File: config.mk
export PLATFORM = sky130hd
export DESIGN_NAME = ordered_list_engine_core
export DESIGN_NICKNAME = d
export VERILOG_FILES = /design/src/rtl/ole_pkg.sv /design/src/rtl/ole_cell.sv /design/src/rtl/ole_find.sv /design/src/rtl/ordered_list_engine_core.sv
export SDC_FILE = /design/constraint.sdc
export NUM_CORES = 2
export LEC_CHECK = 0
export BUFFER_PORTS_ARGS = -buffer_cell sky130_fd_sc_hd__buf_2
export CAP_MARGIN = 15
export CORE_MARGIN = 2
export CORE_UTILIZATION = 40
export DETAILED_ROUTE_END_ITERATION = 8
export MAX_ROUTING_LAYER = met4
export SETUP_SLACK_MARGIN = 0.5
export SYNTH_ARGS = -nofsm -noshare
export SYNTH_HDL_FRONTEND = slang
export SYNTH_SLANG_ARGS = --single-unit
File: constraint.sdc
create_clock -name i_clk -period 15.3 [get_ports i_clk]
set_input_delay 0.765 -clock i_clk [delete_from_list [all_inputs] [get_ports i_clk]]
set_output_delay 0.765 -clock i_clk [all_outputs]
set_load 0.05 [all_outputs]
File: src/rtl/ole_pkg.sv
// Shared types, constants and conversion functions for the ordered list engine.
`timescale 1ns / 1ps

package ole_pkg;

    localparam int CAPACITY   = 16;
    localparam int DATA_WIDTH = 32;
    localparam int IDX_W      = $clog2(CAPACITY);
    localparam int CNT_W      = $clog2(CAPACITY + 1);

    localparam logic [3:0] MODE_GET       = 4'd0;
    localparam logic [3:0] MODE_SET       = 4'd1;
    localparam logic [3:0] MODE_FIND      = 4'd2;
    localparam logic [3:0] MODE_INS_FRONT = 4'd3;
    localparam logic [3:0] MODE_INS_BACK  = 4'd4;
    localparam logic [3:0] MODE_INS_AT    = 4'd5;
    localparam logic [3:0] MODE_DEL_FRONT = 4'd6;
    localparam logic [3:0] MODE_DEL_BACK  = 4'd7;
    localparam logic [3:0] MODE_DEL_AT    = 4'd8;
    localparam logic [3:0] MODE_LENGTH    = 4'd9;
    localparam logic [3:0] MODE_CLEAR     = 4'd10;

    localparam logic [1:0] ST_OK   = 2'd0;
    localparam logic [1:0] ST_FULL = 2'd1;
    localparam logic [1:0] ST_BAD  = 2'd2;

    typedef enum logic [1:0] {
        OP_HOLD,
        OP_WRITE,
        OP_INSERT,
        OP_DELETE
    } t_cell_op;

    typedef struct packed {
        t_cell_op                op;
        logic [IDX_W-1:0]        at;
        logic [DATA_WIDTH-1:0]   value;
        logic [CNT_W-1:0]        count;
    } t_cell_cmd;

    typedef struct packed {
        logic [3:0]         mode;
        logic [4:0]         position;
        logic signed [31:0] item_value;
    } t_in;

    typedef struct packed {
        logic signed [31:0] read_value;
        logic               found;
        logic [3:0]         found_position;
        logic [4:0]         element_count;
        logic [1:0]         status;
    } t_out;

    function automatic logic [DATA_WIDTH-1:0] to_stored(input logic [31:0] v);
        logic signed [63:0] e;
        e = 64'(signed'(v));
        return e[DATA_WIDTH-1:0];
    endfunction

    function automatic logic [31:0] from_stored(input logic [DATA_WIDTH-1:0] w);
        logic signed [63:0] e;
        e = 64'(signed'(w));
        return e[31:0];
    endfunction

endpackage

File: src/rtl/ole_cell.sv
// One list cell: holds a word, takes a new value, its left or its right neighbor.
`timescale 1ns / 1ps

module ole_cell (
    input  logic                          i_clk,
    input  ole_pkg::t_cell_cmd            i_cmd,
    input  logic [ole_pkg::IDX_W-1:0]     i_idx,
    input  logic [ole_pkg::DATA_WIDTH-1:0] i_left,
    input  logic [ole_pkg::DATA_WIDTH-1:0] i_right,
    output logic [ole_pkg::DATA_WIDTH-1:0] o_word,
    output logic                          o_match
);
    import ole_pkg::*;

    logic [DATA_WIDTH-1:0] r_word;
    logic [DATA_WIDTH-1:0] n_word;

    always_comb begin
        n_word = r_word;
        case (i_cmd.op)
            OP_WRITE: begin
                if (i_idx == i_cmd.at) n_word = i_cmd.value;
            end
            OP_INSERT: begin
                if (i_idx == i_cmd.at) n_word = i_cmd.value;
                else if (i_idx > i_cmd.at) n_word = i_left;
            end
            OP_DELETE: begin
                if (i_idx >= i_cmd.at) n_word = i_right;
            end
            default: n_word = r_word;
        endcase
    end

    always_ff @(posedge i_clk) begin
        r_word <= n_word;
    end

    assign o_word  = r_word;
    assign o_match = (r_word == i_cmd.value) && (CNT_W'(i_idx) < i_cmd.count);

endmodule

File: src/rtl/ole_find.sv
// Priority encoder that picks the lowest matching cell.
`timescale 1ns / 1ps

module ole_find (
    input  logic [ole_pkg::CAPACITY-1:0] i_match,
    output logic                         o_any,
    output logic [ole_pkg::IDX_W-1:0]    o_pos
);
    import ole_pkg::*;

    always_comb begin
        o_pos = '0;
        for (int i = CAPACITY - 1; i >= 0; i--) begin
            if (i_match[i]) o_pos = IDX_W'(i);
        end
    end

    assign o_any = |i_match;

endmodule

File: src/rtl/ordered_list_engine_core.sv
// Top level of the ordered list engine: command decode, cell chain and result register.
//
// Usage:
//   Input channel i_in_valid / o_in_ready carries one operation (mode, position,
//   item_value). Output channel o_out_valid / i_out_ready carries one result per
//   operation (read_value, found, found_position, element_count, status).
//   Every cell of the chain updates in the same cycle as a transfer is taken,
//   shifting toward higher or lower positions for inserts and deletes, and all
//   cells compare in parallel for find.
//   Latency: the result is valid in the cycle after the input transfer.
//   Throughput: one operation per cycle while results are taken, set by the
//   single update of the cell chain and the count register per transfer.
//   The result register parts the two sides: a new input is taken whenever the
//   result register is empty or its result is being taken in the same cycle.
//   When the receiver stalls, the result holds and input stops after one item.
//   Reset clears the element count and the result valid flag; cell contents
//   are undefined until written.
`timescale 1ns / 1ps

module ordered_list_engine_core (
    input  logic          i_clk,
    input  logic          i_rst_n,
    input  logic          i_in_valid,
    output logic          o_in_ready,
    input  ole_pkg::t_in  i_in,
    output logic          o_out_valid,
    input  logic          i_out_ready,
    output ole_pkg::t_out o_out
);
    import ole_pkg::*;

    logic [DATA_WIDTH-1:0] w_word [CAPACITY];
    logic [CAPACITY-1:0]   w_match;
    logic                  w_any;
    logic [IDX_W-1:0]      w_fpos;

    t_cell_cmd             cmd;
    logic [CNT_W-1:0]      r_count;
    logic [CNT_W-1:0]      n_count;
    t_out                  r_out;
    t_out                  n_out;
    logic                  r_out_valid;
    logic                  accept;
    logic [CNT_W-1:0]      pos;
    logic [CNT_W-1:0]      ins_at;
    logic [CNT_W-1:0]      del_at;
    logic [IDX_W-1:0]      rd_idx;
    logic [DATA_WIDTH-1:0] rd_word;
    logic [31:0]           rv;
    logic [1:0]            st;
    t_cell_op              op;
    logic [IDX_W-1:0]      at;

    assign o_in_ready = !r_out_valid || i_out_ready;
    assign accept     = i_in_valid && o_in_ready;
    assign pos        = CNT_W'(i_in.position);

    always_comb begin
        case (i_in.mode)
            MODE_INS_FRONT: ins_at = '0;
            MODE_INS_BACK:  ins_at = r_count;
            default:        ins_at = pos;
        endcase
        case (i_in.mode)
            MODE_DEL_FRONT: del_at = '0;
            MODE_DEL_BACK:  del_at = (r_count != '0) ? r_count - CNT_W'(1) : '0;
            default:        del_at = pos;
        endcase
        rd_idx = (i_in.mode inside {MODE_DEL_FRONT, MODE_DEL_BACK, MODE_DEL_AT})
                 ? del_at[IDX_W-1:0] : pos[IDX_W-1:0];
    end

    assign rd_word = w_word[rd_idx];

    always_comb begin
        op      = OP_HOLD;
        at      = '0;
        rv      = '0;
        st      = ST_OK;
        n_count = r_count;
        case (i_in.mode)
            MODE_GET: begin
                if (pos < r_count) rv = from_stored(rd_word);
                else st = ST_BAD;
            end
            MODE_SET: begin
                if (pos < r_count) begin
                    op = OP_WRITE;
                    at = pos[IDX_W-1:0];
                end else begin
                    st = ST_BAD;
                end
            end
            MODE_INS_FRONT, MODE_INS_BACK, MODE_INS_AT: begin
                if (r_count >= CNT_W'(CAPACITY)) begin
                    st = ST_FULL;
                end else if (ins_at > r_count) begin
                    st = ST_BAD;
                end else begin
                    op      = OP_INSERT;
                    at      = ins_at[IDX_W-1:0];
                    n_count = r_count + CNT_W'(1);
                end
            end
            MODE_DEL_FRONT, MODE_DEL_BACK, MODE_DEL_AT: begin
                if (r_count == '0 || del_at >= r_count) begin
                    st = ST_BAD;
                end else begin
                    rv      = from_stored(rd_word);
                    op      = OP_DELETE;
                    at      = del_at[IDX_W-1:0];
                    n_count = r_count - CNT_W'(1);
                end
            end
            MODE_CLEAR: n_count = '0;
            default: n_count = r_count;
        endcase
    end

    always_comb begin
        cmd.op    = accept ? op : OP_HOLD;
        cmd.at    = at;
        cmd.value = to_stored(i_in.item_value);
        cmd.count = r_count;
    end

    genvar g;
    generate
        for (g = 0; g < CAPACITY; g++) begin : g_cell
            logic [DATA_WIDTH-1:0] left;
            logic [DATA_WIDTH-1:0] right;
            if (g == 0) begin : g_first
                assign left = cmd.value;
            end else begin : g_mid_l
                assign left = w_word[g-1];
            end
            if (g == CAPACITY - 1) begin : g_last
                assign right = w_word[g];
            end else begin : g_mid_r
                assign right = w_word[g+1];
            end
            ole_cell u_cell (
                .i_clk   (i_clk),
                .i_cmd   (cmd),
                .i_idx   (IDX_W'(g)),
                .i_left  (left),
                .i_right (right),
                .o_word  (w_word[g]),
                .o_match (w_match[g])
            );
        end
    endgenerate

    ole_find u_find (
        .i_match (w_match),
        .o_any   (w_any),
        .o_pos   (w_fpos)
    );

    always_comb begin
        n_out.read_value     = rv;
        n_out.found          = (i_in.mode == MODE_FIND) && w_any;
        n_out.found_position = ((i_in.mode == MODE_FIND) && w_any) ? 4'(w_fpos) : 4'd0;
        n_out.element_count  = 5'(n_count);
        n_out.status         = st;
    end

    always_ff @(posedge i_clk) begin
        if (!i_rst_n) begin
            r_count     <= '0;
            r_out_valid <= 1'b0;
        end else if (accept) begin
            r_count     <= n_count;
            r_out_valid <= 1'b1;
        end else if (i_out_ready) begin
            r_out_valid <= 1'b0;
        end
    end

    always_ff @(posedge i_clk) begin
        if (accept) r_out <= n_out;
    end

    assign o_out_valid = r_out_valid;
    assign o_out       = r_out;

endmodule

==> results_tabular.tex <==
\begin{tabular}{lr}
\hline
Metric & Value \\
\hline
\multicolumn{2}{l}{\textbf{Floorplanning}} \\
Total die area & 96400 um2 \\
Initial cell density of the core & 0.403 \\
Die height & just over 300 um \\
Number of placement rows & $\sim$110 \\
Floorplan die width & $\sim$310 um \\
Core outline area & between 90000 and 100000 um2 \\
Top-level port count & 91 \\
\multicolumn{2}{l}{\textbf{Setup path}} \\
CP bufs+invs & 4 \\
Highest cell delay on the worst timing path & between 800 and 900 ps \\
Number of stages on the worst setup path & 16 \\
Kind of cell with the highest combined delay on the critical path & simple AND/OR/NAND/NOR gates \\
Data arrival time of the critical path & 7520 ps \\
Required time of the critical path & around 16000 ps \\
Worst path most repeated cell & sky130\_fd\_sc\_hd\_\_buf\_4 \\
Top fanout value on the critical path & between 60 and 70 \\
Cell Chain, Critical Path & nor3\_2, a211o\_1, o21a\_4, buf\_4, inv\_4, ha\_1, a21oi\_1, o21ai\_1, a31oi\_2, and2\_1, a221oi\_2, buf\_4, nor2\_1, a31oi\_1, a21oi\_4, buf\_4 \\
Type of the worst setup path & register to register \\
Max stage delay cell, worst path & sky130\_fd\_sc\_hd\_\_nor2\_1 \\
CP Capture Type & register \\
Length in cells of the worst reg-to-reg path & 16 \\
Crit path launch type & register \\
\multicolumn{2}{l}{\textbf{Outcome}} \\
Violated checks & DRC \\
Outcome & finished with violations \\
\multicolumn{2}{l}{\textbf{Drt}} \\
Avg WL per Cell & between 20 and 30 um \\
Top routing layer in use & met4 \\
Routed Antenna Nets & 0 \\
Drt total wl & approximately 160000 um \\
Vias & roughly 35000 \\
Length of the first detailed-routing pass in iterations & 9 \\
Met3 Routed Length & 20700 um \\
Total DRC errors in the routed layout & 3 \\
Met2 WL post-DR & 70700 um \\
Number of DRC markers in iteration 0 & $\sim$6700 \\
Number of vias per cell after detailed routing & 6.48 \\
Total routed wire length on the met1 layer & about 63000 um \\
\multicolumn{2}{l}{\textbf{Final layout}} \\
Commonest cells after routing, fill and taps aside & sky130\_fd\_sc\_hd\_\_nand2\_1 (827), sky130\_fd\_sc\_hd\_\_nor2\_1 (692), sky130\_fd\_sc\_hd\_\_edfxtp\_1 (556), sky130\_fd\_sc\_hd\_\_o22ai\_1 (314), sky130\_fd\_sc\_hd\_\_xor2\_1 (274) \\
Leading cell type in the layout, fill and taps excluded & sky130\_fd\_sc\_hd\_\_nand2\_1 \\
Final Instance Area & around 41000 um2 \\
Layout area overhead & 9.77\% \\
Fill cells & $\sim$9000 \\
Share of cells above drive strength 1 & 0.0835 \\
Post-route insts no fill & 5473 \\
\# nets final & between 4000 and 5000 \\
\multicolumn{2}{l}{\textbf{Logic synthesis}} \\
Number of synthesized register bits & about 560 \\
Sequential-to-total area share from yosys stat & 0.448 \\
Synth cell types & 66 \\
Top cell type's share of synthesized area & 0.444 \\
Async set-reset flop share out of synthesis & 0 \\
Cell count after synthesis & around 4300 \\
Ys Warns & 0 \\
EDFF count, synth & $\sim$560 \\
Synthesized Nets & around 4400 \\
Cell area after technology mapping & about 38000 um2 \\
Post-synthesis area per instance & a little under 9 um2 \\
Ys flop type & sky130\_fd\_sc\_hd\_\_edfxtp\_1 \\
Cell accounting for the most synthesized area & sky130\_fd\_sc\_hd\_\_edfxtp\_1 \\
Area contributors post-synth & sky130\_fd\_sc\_hd\_\_edfxtp\_1 (44\%), sky130\_fd\_sc\_hd\_\_nand2\_1 (8.3\%), sky130\_fd\_sc\_hd\_\_nor2\_1 (6.9\%) \\
\multicolumn{2}{l}{\textbf{Pwr}} \\
Sw frac & 0.316 \\
Net switching component of the power & 1.33 mW \\
Internal Dissipation & a little under 3 mW \\
Flop pwr share & 0.438 \\
Post-layout power & around 4.2 mW \\
Power per unit of standard cell area & between 100 and 150 nW/um2 \\
Combinational power share & 0.194 \\
Largest vdd supply drop & just over 0.06 mV \\
Share of power burned in the clock network & 0.368 \\
Cell leakage power & roughly 14 nW \\
\multicolumn{2}{l}{\textbf{Clock tree}} \\
H-tree levels & 3 \\
Clock latency reported for the late side of the worst-skew pair & approximately 630 ps \\
Clock-pin slew reported for the worst setup and hold paths after clock tree synthesis & roughly 60 ps \\
Root buffer cell & sky130\_fd\_sc\_hd\_\_clkbuf\_16 \\
Post-CTS setup repair buffer count & 0 \\
CTS Buf Count & 68 \\
Clock tree from TritonCTS & yes \\
Total clock sinks & between 500 and 600 \\
Maximum number of buffers from clock root to sink & 3 \\
Number of buffers inserted for hold repair after clock tree synthesis & 0 \\
Quantity of gates resized following cts & 0 \\
\multicolumn{2}{l}{\textbf{Timing}} \\
Minimum setup slack in the final design & between 8000 and 9000 ps \\
Final critical path time including I/O delays and setup & between 7000 and 8000 ps \\
Headroom to the max-slew limit & 0.173 \\
Clock skew after layout & between 20 and 30 ps \\
Number of slew-limit violations in the final report & 0 \\
Final setup fails & 0 \\
Endpoints failing hold & 0 \\
Setup TNS & 0 ps \\
Peak clock frequency supported by timing & between 0.1 and 0.15 GHz \\
Setup repair after global routing missed its margin & false \\
Period Utilization, post-route & 0.476 \\
Worst slew pin tran & $\sim$1200 ps \\
\multicolumn{2}{l}{\textbf{Place}} \\
Post-Place Setup Slack & a little over 8000 ps \\
Estimated wirelength of the detail-placed design & between 100000 and 150000 um \\
Placed cell area & just under 40000 um2 \\
Number of port buffers & 90 \\
Weighted congestion at the end of routability-driven global placement & 0.991 \\
Post-placement cell count & around 5400 \\
\multicolumn{2}{l}{\textbf{GRT}} \\
Maximum number of pins on one net before global-route repair & a little under 200 \\
Number of antenna violations at the first check in global routing & 5 \\
Total routing usage reported by global routing & 0.338 \\
Via count of the first global-routing pass & $\sim$32000 \\
First-pass GRT wire length & around 230000 um \\
Global route overflow & 0 \\
\multicolumn{2}{l}{\textbf{Run}} \\
Max-cap check violation count & 0 \\
\multicolumn{2}{l}{\textbf{Worst hold path}} \\
Class of the tightest hold or removal check & primary input to register \\
Hold path depth & 3 \\
\hline
\end{tabular}
-- synthesized netlist by cell type (59+ instances only) --
cell type	n
sky130_fd_sc_hd__a21oi_1	67
sky130_fd_sc_hd__a222oi_1	97
sky130_fd_sc_hd__a311oi_1	97
sky130_fd_sc_hd__and3_1	66
sky130_fd_sc_hd__buf_2	59
sky130_fd_sc_hd__clkbuf_1	303
sky130_fd_sc_hd__edfxtp_1	556
sky130_fd_sc_hd__nand2_1	828
sky130_fd_sc_hd__nand3_1	152
sky130_fd_sc_hd__nand4_1	72
sky130_fd_sc_hd__nor2_1	694
sky130_fd_sc_hd__nor4_1	78
sky130_fd_sc_hd__o22ai_1	315
sky130_fd_sc_hd__xnor2_1	241
sky130_fd_sc_hd__xor2_1	274
-- final cells by class --
class                   instances  area [um2]  share of cell area
inverters                      46         183             0.00443
clock buffers                  86        1830              0.0444
well taps                    1254        1570              0.0380
flip-flops and latches        562       16800               0.408
multi-input cells            3304       19400               0.471
clock inverters                25         178             0.00431
repair buffers                193        1250              0.0303
diodes                          3        7.51            0.000182
-- state kept, by name (all words and copies together), names as in the netlist --
register / cells
r_count: 5
g_cell.u_cell.o_word: 512
o_out: 44
o_out_valid: 1
-- routing by layer --
layer / up-vias / global-route usage
met5: - / -
met3: 319 / 0.0725
met4: 0 / 0.138
li1: 15200 / -
met2: 2655 / 0.494
met1: 17300 / 0.453
-- final timing paths --
kind	slack [ps]	to	from
worst min register to register	540	o_out_valid	o_out_valid
worst min-delay path	400	o_out_valid	i_in_valid
worst max register to register	8020	g_cell[14].u_cell.o_word[0]	r_count[4]
worst max-delay path	8020	g_cell[14].u_cell.o_word[0]	r_count[4]
-- power groups by stage --
stage	Clock [mW]	Combinational [mW]	Sequential (mW)
CTS	1.56	0.788	1.85
floorplan	0	0.483	1.88
detailed placement	0	0.785	1.88
global route	1.61	0.858	1.86
finish	1.56	0.819	1.85
global placement	0	0.776	1.88
-- cell families (layout without fill, tap and decap cells) --
logic type / Yosys count / count (layout) / share of synthesized area
multiplexers: 34 / 34 / 0.0102
other: 0 / 3 / 0
adder cells (fa/ha/maj): 18 / 18 / 0.00599
AO/OA/AOI/OAI: 735 / 735 / 0.142
buffers and inverters: 453 / 350 / 0.0474
XOR/XNOR: 515 / 515 / 0.120
flip-flops: 562 / 562 / 0.448
AND/OR/NAND/NOR: 2002 / 2002 / 0.226
-- worst reg2reg max path, delay by kind of cell (launching register included) --
| kind | cells | cell delay (ps) |
|---|---|---|
| and+or+nand+nor | 3 | 2350 |
| buffers and inverters | 4 | 1860 |
| AOI/OAI and AO/OA | 8 | 1740 |
| DFF | 1 | 540 |
| adders and majority gates | 1 | 330 |
-- per-stage QoR --
| stage | hold slack (ps) | utilization |
|---|---|---|
| after global routing | 411 | 0.443 |
| final | 400 | 0.443 |
| after floorplan | 562 | - |
| after detailed placement | 528 | 0.421 |
| after CTS | 373 | 0.442 |
| after global placement | 517 | 0.421 |
Note: power is estimated with default switching activity, not from simulation.
